$ cat src/design/sitrd_pkg.sv
// Shared types, constants and a helper function of the signed integer to radix digits unit.
package sitrd_pkg;

  localparam int unsigned MaxBase    = 16;
  localparam int unsigned NumW       = 32;
  localparam int unsigned RadixW     = 5;
  localparam int unsigned CharW      = 8;
  localparam int unsigned AlphaW     = 64;
  localparam int unsigned DigitW     = 4;
  localparam int unsigned AlphaSlots = 16;
  localparam int unsigned MaxDigits  = 32;
  localparam int unsigned DigitIdxW  = 5;
  localparam int unsigned ByteIdxW   = 2;
  localparam int unsigned CfgIdxW    = 2;
  localparam int unsigned FifoDepth  = 2;
  localparam int unsigned FifoPtrW   = 1;
  localparam int unsigned FifoCntW   = 2;

  localparam logic [CfgIdxW-1:0] CfgRadix     = 2'd0;
  localparam logic [CfgIdxW-1:0] CfgAlphaLow  = 2'd1;
  localparam logic [CfgIdxW-1:0] CfgAlphaHigh = 2'd2;

  localparam logic [RadixW-1:0] RadixReset     = 5'd10;
  localparam logic [AlphaW-1:0] AlphaLowReset  = 64'h3736_3534_3332_3130;
  localparam logic [AlphaW-1:0] AlphaHighReset = 64'h0000_0000_0000_3938;

  localparam logic [CharW-1:0] MinusChar = 8'h2D;
  localparam logic [CharW-1:0] PlusChar  = 8'h2B;
  localparam logic [CharW-1:0] BellChar  = 8'h07;
  localparam logic [CharW-1:0] CrChar    = 8'h0D;
  localparam logic [CharW-1:0] SpaceChar = 8'h20;
  localparam logic [CharW-1:0] NulChar   = 8'h00;

  typedef struct packed {
    logic [RadixW-1:0] radix;
    logic [AlphaW-1:0] alpha_low;
    logic [AlphaW-1:0] alpha_high;
  } cfg_t;

  typedef struct packed {
    logic            neg;
    logic [NumW-1:0] mag;
  } item_t;

  function automatic logic [CharW-1:0] glyph(cfg_t cfg, logic [DigitW-1:0] v);
    logic [AlphaW-1:0] word;
    word = v[DigitW-1] ? cfg.alpha_high : cfg.alpha_low;
    return word[{v[DigitW-2:0], 3'b000} +: CharW];
  endfunction

endpackage

$ cat src/design/sitrd_front.sv
// Front end: checks the alphabet and turns each number into sign and magnitude.
module sitrd_front (
  input  sitrd_pkg::cfg_t                cfg_i,
  input  logic                           valid_i,
  input  logic [sitrd_pkg::NumW-1:0]     number_i,
  output logic                           ready_o,
  output logic                           push_o,
  output sitrd_pkg::item_t               item_o,
  input  logic                           push_ready_i
);

  logic [sitrd_pkg::CharW-1:0] ch [sitrd_pkg::AlphaSlots];
  logic                        alpha_ok;

  always_comb begin
    for (int i = 0; i < sitrd_pkg::AlphaSlots; i++) begin
      ch[i] = sitrd_pkg::glyph(cfg_i, sitrd_pkg::DigitW'(i));
    end
  end

  always_comb begin
    alpha_ok = (cfg_i.radix >= sitrd_pkg::RadixW'(2)) &&
               (cfg_i.radix <= sitrd_pkg::RadixW'(sitrd_pkg::MaxBase));
    for (int i = 0; i < sitrd_pkg::AlphaSlots; i++) begin
      if (sitrd_pkg::RadixW'(i) < cfg_i.radix) begin
        if (ch[i] == sitrd_pkg::NulChar || ch[i] == sitrd_pkg::MinusChar ||
            ch[i] == sitrd_pkg::PlusChar || ch[i] == sitrd_pkg::SpaceChar ||
            (ch[i] >= sitrd_pkg::BellChar && ch[i] <= sitrd_pkg::CrChar)) begin
          alpha_ok = 1'b0;
        end
        for (int j = i + 1; j < sitrd_pkg::AlphaSlots; j++) begin
          if (sitrd_pkg::RadixW'(j) < cfg_i.radix && ch[j] == ch[i]) begin
            alpha_ok = 1'b0;
          end
        end
      end
    end
  end

  // drop the number when the alphabet is unusable
  assign ready_o    = push_ready_i;
  assign push_o     = valid_i && alpha_ok;
  assign item_o.neg = number_i[sitrd_pkg::NumW-1];
  assign item_o.mag = number_i[sitrd_pkg::NumW-1] ? (~number_i + 1'b1) : number_i;

endmodule

$ cat src/design/sitrd_fifo.sv
// Short queue of classified numbers between front and back end.
module sitrd_fifo (
  input  logic             clk_i,
  input  logic             rst_ni,
  input  logic             push_i,
  input  sitrd_pkg::item_t push_item_i,
  output logic             push_ready_o,
  output logic             pop_valid_o,
  output sitrd_pkg::item_t pop_item_o,
  input  logic             pop_i
);

  sitrd_pkg::item_t                   mem_q [sitrd_pkg::FifoDepth];
  logic [sitrd_pkg::FifoPtrW-1:0]     wr_ptr_q;
  logic [sitrd_pkg::FifoPtrW-1:0]     rd_ptr_q;
  logic [sitrd_pkg::FifoCntW-1:0]     cnt_q;
  logic                               do_push;
  logic                               do_pop;

  assign push_ready_o = (cnt_q != sitrd_pkg::FifoCntW'(sitrd_pkg::FifoDepth));
  assign pop_valid_o  = (cnt_q != '0);
  assign pop_item_o   = mem_q[rd_ptr_q];
  assign do_push      = push_i && push_ready_o;
  assign do_pop       = pop_i && pop_valid_o;

  always_ff @(posedge clk_i) begin
    if (do_push) begin
      mem_q[wr_ptr_q] <= push_item_i;
    end
  end

  always_ff @(posedge clk_i or negedge rst_ni) begin
    if (!rst_ni) begin
      wr_ptr_q <= '0;
      rd_ptr_q <= '0;
      cnt_q    <= '0;
    end else begin
      if (do_push) begin
        wr_ptr_q <= wr_ptr_q + 1'b1;
      end
      if (do_pop) begin
        rd_ptr_q <= rd_ptr_q + 1'b1;
      end
      if (do_push && !do_pop) begin
        cnt_q <= cnt_q + 1'b1;
      end else if (do_pop && !do_push) begin
        cnt_q <= cnt_q - 1'b1;
      end
    end
  end

endmodule

$ cat src/design/sitrd_back.sv
// Back end: divides the magnitude down into digits, then sends sign and digits out.
module sitrd_back (
  input  logic                         clk_i,
  input  logic                         rst_ni,
  input  sitrd_pkg::cfg_t              cfg_i,
  input  logic                         pop_valid_i,
  input  sitrd_pkg::item_t             pop_item_i,
  output logic                         pop_o,
  output logic                         out_valid_o,
  output logic [sitrd_pkg::CharW-1:0]  out_char_o,
  output logic                         out_last_o,
  input  logic                         out_ready_i
);

  typedef enum logic [1:0] {
    StIdle,
    StDiv,
    StEmit
  } state_e;

  state_e                           state_q;
  logic [sitrd_pkg::NumW-1:0]       mag_q;
  logic [sitrd_pkg::NumW-1:0]       quo_q;
  logic [sitrd_pkg::DigitW-1:0]     rem_q;
  logic [sitrd_pkg::ByteIdxW-1:0]   byte_q;
  logic [sitrd_pkg::DigitIdxW-1:0]  cnt_q;
  logic                             sign_q;
  logic [sitrd_pkg::DigitW-1:0]     dig_q [sitrd_pkg::MaxDigits];
  logic                             out_valid_q;
  logic [sitrd_pkg::CharW-1:0]      out_char_q;
  logic                             out_last_q;

  logic [sitrd_pkg::CharW-1:0]      cur_byte;
  logic [sitrd_pkg::CharW-1:0]      qbits;
  logic [sitrd_pkg::DigitW-1:0]     rem_d;
  logic [sitrd_pkg::NumW-1:0]       quo_d;
  logic [sitrd_pkg::DigitW:0]       trial;
  logic                             out_load;
  logic                             digit_done;

  function automatic logic [sitrd_pkg::ByteIdxW-1:0] top_byte(logic [sitrd_pkg::NumW-1:0] v);
    logic [sitrd_pkg::ByteIdxW-1:0] idx;
    idx = '0;
    for (int b = 1; b < sitrd_pkg::NumW / 8; b++) begin
      if (v[b*8 +: 8] != '0) begin
        idx = sitrd_pkg::ByteIdxW'(b);
      end
    end
    return idx;
  endfunction

  // restoring division of one dividend byte by the radix
  always_comb begin
    cur_byte = mag_q[{byte_q, 3'b000} +: sitrd_pkg::CharW];
    rem_d    = rem_q;
    qbits    = '0;
    trial    = '0;
    for (int k = sitrd_pkg::CharW - 1; k >= 0; k--) begin
      trial = {rem_d, cur_byte[k]};
      if (trial >= cfg_i.radix) begin
        trial    = trial - cfg_i.radix;
        qbits[k] = 1'b1;
      end
      rem_d = trial[sitrd_pkg::DigitW-1:0];
    end
    quo_d = {quo_q[sitrd_pkg::NumW-sitrd_pkg::CharW-1:0], qbits};
  end

  assign digit_done  = (state_q == StDiv) && (byte_q == '0);
  assign out_load    = !out_valid_q || out_ready_i;
  assign pop_o       = (state_q == StIdle);
  assign out_valid_o = out_valid_q;
  assign out_char_o  = out_char_q;
  assign out_last_o  = out_last_q;

  always_ff @(posedge clk_i) begin
    if (digit_done) begin
      dig_q[cnt_q] <= rem_d;
    end
  end

  always_ff @(posedge clk_i or negedge rst_ni) begin
    if (!rst_ni) begin
      state_q     <= StIdle;
      mag_q       <= '0;
      quo_q       <= '0;
      rem_q       <= '0;
      byte_q      <= '0;
      cnt_q       <= '0;
      sign_q      <= 1'b0;
      out_valid_q <= 1'b0;
      out_char_q  <= '0;
      out_last_q  <= 1'b0;
    end else begin
      if (out_ready_i && state_q != StEmit) begin
        out_valid_q <= 1'b0;
      end
      unique case (state_q)
        StIdle: begin
          if (pop_valid_i) begin
            mag_q   <= pop_item_i.mag;
            sign_q  <= pop_item_i.neg;
            quo_q   <= '0;
            rem_q   <= '0;
            byte_q  <= top_byte(pop_item_i.mag);
            cnt_q   <= '0;
            state_q <= StDiv;
          end
        end
        StDiv: begin
          if (byte_q == '0) begin
            quo_q  <= '0;
            rem_q  <= '0;
            mag_q  <= quo_d;
            byte_q <= top_byte(quo_d);
            if (quo_d == '0) begin
              state_q <= StEmit;
            end else begin
              cnt_q <= cnt_q + 1'b1;
            end
          end else begin
            quo_q  <= quo_d;
            rem_q  <= rem_d;
            byte_q <= byte_q - 1'b1;
          end
        end
        StEmit: begin
          if (out_load) begin
            out_valid_q <= 1'b1;
            if (sign_q) begin
              out_char_q <= sitrd_pkg::MinusChar;
              out_last_q <= 1'b0;
              sign_q     <= 1'b0;
            end else begin
              out_char_q <= sitrd_pkg::glyph(cfg_i, dig_q[cnt_q]);
              out_last_q <= (cnt_q == '0);
              if (cnt_q == '0) begin
                state_q <= StIdle;
              end else begin
                cnt_q <= cnt_q - 1'b1;
              end
            end
          end
        end
        default: begin
          state_q <= StIdle;
        end
      endcase
    end
  end

endmodule

$ cat src/design/signed_integer_to_radix_digits_unit.sv
// Top level of the signed integer to radix digits unit.
// Each number accepted on the slave stream comes out on the master stream as a minus sign for
// negative values followed by its digits in the configured radix, most significant first, with
// tlast on the last digit; numbers taken while the alphabet is invalid give no characters. A
// two-entry queue sits between the input stage and the converter, so the input keeps taking
// numbers while the converter works. The converter handles one number at a time: it loads the
// number, then forms each digit by dividing the running quotient byte by byte over its significant
// bytes (one to four), then sends the characters out as the sink takes them. Configuration writes
// take effect at the next clock edge and must only be made while no number is in flight.
module signed_integer_to_radix_digits_unit (
  input  logic                              clk_i,
  input  logic                              rst_ni,
  input  logic                              cfg_we_i,
  input  logic [sitrd_pkg::CfgIdxW-1:0]     cfg_idx_i,
  input  logic [sitrd_pkg::AlphaW-1:0]      cfg_wdata_i,
  input  logic                              s_axis_tvalid_i,
  output logic                              s_axis_tready_o,
  input  logic [sitrd_pkg::NumW-1:0]        s_axis_tdata_i,   // [31:0] number
  output logic                              m_axis_tvalid_o,
  input  logic                              m_axis_tready_i,
  output logic [sitrd_pkg::CharW-1:0]       m_axis_tdata_o,   // [7:0] out_char
  output logic                              m_axis_tlast_o    // final_char
);

  sitrd_pkg::cfg_t  cfg_q;
  sitrd_pkg::item_t push_item;
  sitrd_pkg::item_t pop_item;
  logic             push;
  logic             push_ready;
  logic             pop_valid;
  logic             pop;

  always_ff @(posedge clk_i or negedge rst_ni) begin
    if (!rst_ni) begin
      cfg_q.radix      <= sitrd_pkg::RadixReset;
      cfg_q.alpha_low  <= sitrd_pkg::AlphaLowReset;
      cfg_q.alpha_high <= sitrd_pkg::AlphaHighReset;
    end else if (cfg_we_i) begin
      case (cfg_idx_i)
        sitrd_pkg::CfgRadix:     cfg_q.radix      <= cfg_wdata_i[sitrd_pkg::RadixW-1:0];
        sitrd_pkg::CfgAlphaLow:  cfg_q.alpha_low  <= cfg_wdata_i;
        sitrd_pkg::CfgAlphaHigh: cfg_q.alpha_high <= cfg_wdata_i;
        default: begin
        end
      endcase
    end
  end

  sitrd_front u_front (
    .cfg_i        (cfg_q),
    .valid_i      (s_axis_tvalid_i),
    .number_i     (s_axis_tdata_i),
    .ready_o      (s_axis_tready_o),
    .push_o       (push),
    .item_o       (push_item),
    .push_ready_i (push_ready)
  );

  sitrd_fifo u_fifo (
    .clk_i        (clk_i),
    .rst_ni       (rst_ni),
    .push_i       (push),
    .push_item_i  (push_item),
    .push_ready_o (push_ready),
    .pop_valid_o  (pop_valid),
    .pop_item_o   (pop_item),
    .pop_i        (pop)
  );

  sitrd_back u_back (
    .clk_i       (clk_i),
    .rst_ni      (rst_ni),
    .cfg_i       (cfg_q),
    .pop_valid_i (pop_valid),
    .pop_item_i  (pop_item),
    .pop_o       (pop),
    .out_valid_o (m_axis_tvalid_o),
    .out_char_o  (m_axis_tdata_o),
    .out_last_o  (m_axis_tlast_o),
    .out_ready_i (m_axis_tready_i)
  );

endmodule

$ cat config.mk
export PLATFORM = sky130hd
export DESIGN_NAME = signed_integer_to_radix_digits_unit
export DESIGN_NICKNAME = d
export VERILOG_FILES = /design/src/design/sitrd_pkg.sv /design/src/design/sitrd_front.sv /design/src/design/sitrd_fifo.sv /design/src/design/sitrd_back.sv /design/src/design/signed_integer_to_radix_digits_unit.sv
export SDC_FILE = /design/constraint.sdc
export NUM_CORES = 2
export LEC_CHECK = 0
export BUFFER_PORTS_ARGS = -buffer_cell sky130_fd_sc_hd__buf_2
export CORE_UTILIZATION = 32
export CTS_BUF_LIST = sky130_fd_sc_hd__clkbuf_8
export CTS_CLUSTER_DIAMETER = 30
export DETAILED_ROUTE_END_ITERATION = 16
export MAX_ROUTING_LAYER = met4
export PLACE_DENSITY_LB_ADDON = 0.2
export SLEW_MARGIN = 0
export SYNTH_ARGS = -nofsm -noshare
export SYNTH_HDL_FRONTEND = slang
export SYNTH_SLANG_ARGS = --single-unit
export TNS_END_PERCENT = 50
$ cat constraint.sdc
create_clock -name clk_i -period 16.6 [get_ports clk_i]
set_clock_uncertainty 0.05 [all_clocks]
set_input_delay 0.83 -clock clk_i [delete_from_list [all_inputs] [get_ports clk_i]]
set_output_delay 0.83 -clock clk_i [all_outputs]
set_load 0.01 [all_outputs]
==> flow_metrics.env <==
export IMPL_tightest_slew_ns=1.31
export IMPL_min_period_over_period=0.873
export IMPL_hold_depth=1
export IMPL_die_height_um=324
export IMPL_routed_wl_met2_um=55000
export IMPL_synth_area_per_cell_um2=10.1
export IMPL_layout_common_cells="xnor2_1, xor2_1, edfxtp_1"
export IMPL_start_kind="flop"
export IMPL_holdWs_ns=0.252
export IMPL_grt_use_total=0.239
export IMPL_htree_levels=3
export IMPL_port_buffer_count=113
export IMPL_drive_above_1_share=0.201
export IMPL_wl_per_cell_um=25.9
export IMPL_drc=0
export IMPL_die_width_um=324
export IMPL_firstDrtPassIters=5
export IMPL_clkTransAtPathRegs_ns=0.05
export IMPL_hold_start="s_axis_tdata_i[0]"
export IMPL_hp_class="in2reg"
export IMPL_numCtsBuffers=107
export IMPL_regToRegStartpoint="cfg_q[130]"
export IMPL_synth_seq_cells=411
export IMPL_yosysUniqueCellTypes=84
export IMPL_ys_flop_type="edfxtp_1"
export IMPL_stdcell_area_um2=37300
export IMPL_route_met3_wl_um=10700
export IMPL_postPlaceCellArea_um2=34600
export IMPL_utilization=0.365
export IMPL_holdPathEnd="u_fifo.mem_q[1][0]"
export IMPL_area_delta_synth_final_pct=12.4
export IMPL_routed_wl_um=123000
export IMPL_grt_max_degree=79
export IMPL_slew_headroom=0.125
export IMPL_hold_violations=0
export IMPL_core_area_um2=102000
export IMPL_ys_warn_count=0
export IMPL_crit_top_cell="a21o_1"
export IMPL_async_flop_share=0.528
export IMPL_cts_setup_buffers=0
export IMPL_nets=3446
export IMPL_cp_slowest_cell="dfrtp_1"
export IMPL_end_kind="flop"
export IMPL_ant_nets=0
export IMPL_finalSetupViolations=0
export IMPL_path_class="reg2reg"
export IMPL_top_layer="met4"
export IMPL_start_util=0.325
export IMPL_ff2ff_path_depth=54
export IMPL_synth_nets=3450
export IMPL_grt_pass1_wl_um=179000
export IMPL_grt_pass1_vias=25600
export IMPL_dieArea_um2=105000
export IMPL_syn_inst=3290
export IMPL_numClockSinks=411
export IMPL_top_level_ports=114
export IMPL_root_buffer="clkbuf_8"
export IMPL_clock_fmax_mhz=69.0
export IMPL_gp_congestion=0.976
export IMPL_drt_iter0_drc=2769
export IMPL_overflow=0
export IMPL_vias_per_cell=5.57
export IMPL_seq_area_frac_synth=0.340
export IMPL_r2r_end="u_back.rem_q[2]"
export IMPL_fin_crit_ns=14.49
export IMPL_cp_arrival_ns=15.09
export IMPL_dpl_hpwl_um=76900
export IMPL_required_ns=17.19
export IMPL_crit_fanout=33
export IMPL_synthesis_area_um2=33200
export IMPL_drv_slew=0
export IMPL_rsz0062_at_grt="false"
export IMPL_worst_path_largest_cell_delay_ns=0.67
export IMPL_r2r_slack_ns=2.11
export IMPL_fp_row_count=117
export IMPL_cts_path_max_buffers=3
export IMPL_final_common_cell="xnor2_1"
export IMPL_antenna_found_initial=1
export IMPL_drv_cap=0
export IMPL_clock_latency_ns=0.77
export IMPL_wl_met1_um=52300
export IMPL_tritoncts="yes"
export IMPL_synth_enable_flop_cells=194
export IMPL_vias=26500
export IMPL_outcome="finished clean"
export IMPL_totalNegativeSetupSlack_ns=0
==> per-stage QoR <==
stage / cells / worst slack (ns)
6_report: 4749 / 2.11
3_5_place_dp: 4544 / 2.09
4_1_cts: 4747 / 1.99
2_1_floorplan: 3290 / 3.00
3_3_place_gp: 4544 / 2.13
5_1_grt: 4749 / 0.624
==> flip-flops by register name (all words and copies together), names as in the netlist <==
register and flops:
u_back.state_q 2, u_fifo.wr_ptr_q 1, u_back.rem_q 4, u_back.sign_q 1, u_fifo.rd_ptr_q 1, u_back.byte_q 2
u_fifo.mem_q 66, u_back.cnt_q 5, u_back.out_last_o 1, u_back.mag_q 32, u_back.out_char_o 8, u_back.out_valid_o 1
u_fifo.cnt_q 2, u_back.quo_q 24, cfg_q 133, u_back.dig_q 128
==> critical path, delay by kind of cell (launching register included) <==
family	cells	cell delay, ns
AOI/OAI and AO/OA	28	6.19
adders and majority gates	8	2.55
buffers and inverters	3	0.55
DFF	1	0.67
muxes	8	3.24
and+or+nand+nor	7	1.09
==> per-layer routing <==
metal | vias to the layer above | global-route usage
met2 | 1272 | 0.364
met3 | 325 | 0.0454
met4 | 0 | 0.0896
met5 | - | -
li1 | 11700 | -
met1 | 13200 | 0.312
==> Yosys cell counts (all sizes together) (87+ instances only) <==
cell type  number  area share
dfrtp         180        0.14
nor2           96       0.011
edfxtp        194        0.18
nor4           96       0.020
o21ai         115       0.017
mux2          171       0.058
nand4         183       0.034
buf           288       0.049
mux2i          87       0.026
nand2         126       0.014
xnor2         739        0.19
xor2          274       0.072
==> worst max-delay path by stage <==
stage | from | endpoint | cells after the start
final | cfg_q[130] | u_back.rem_q[2] | 54
after global routing | u_back.byte_q[0] | u_back.dig_q[3][2] | 55
after CTS | u_back.byte_q[0] | u_back.rem_q[2] | 55
after detailed placement | u_back.byte_q[1] | u_back.rem_q[2] | 58
after global placement | u_back.byte_q[1] | u_back.rem_q[2] | 58
after floorplan | cfg_q[129] | u_back.dig_q[0][3] | 59
==> cell families (layout without fill, tap and decap cells) <==
group,after synthesis,in the layout,share of synthesized area
adders and majority gates,57,57,0.0235
xor gates and xnor gates,1013,1013,0.267
buffers and inverters,382,471,0.0596
muxes,292,292,0.107
and+or+nand+nor,705,705,0.117
AOI/OAI and AO/OA,430,430,0.0858
other,0,2,0
DFF,411,411,0.340
==> timing repair <==
item,in CTS,in global routing
endpoints found under the hold margin,47,0
hold buffers,1,0
resized for setup,0,0
==> layout make-up <==
type	count	area [um^2]
diodes	2	5.00
fillers	10300	65000
repair buffers	237	1510
well taps	1368	1710
clock buffers	114	1570
multi-input cells	2497	20000
inverters	32	120
clock inverters	88	1140
flip-flops and latches	411	11300
Power is left out: the tool's default activity adds up to more than one toggle a clock period on the data nets, which glitch-free logic cannot reach.
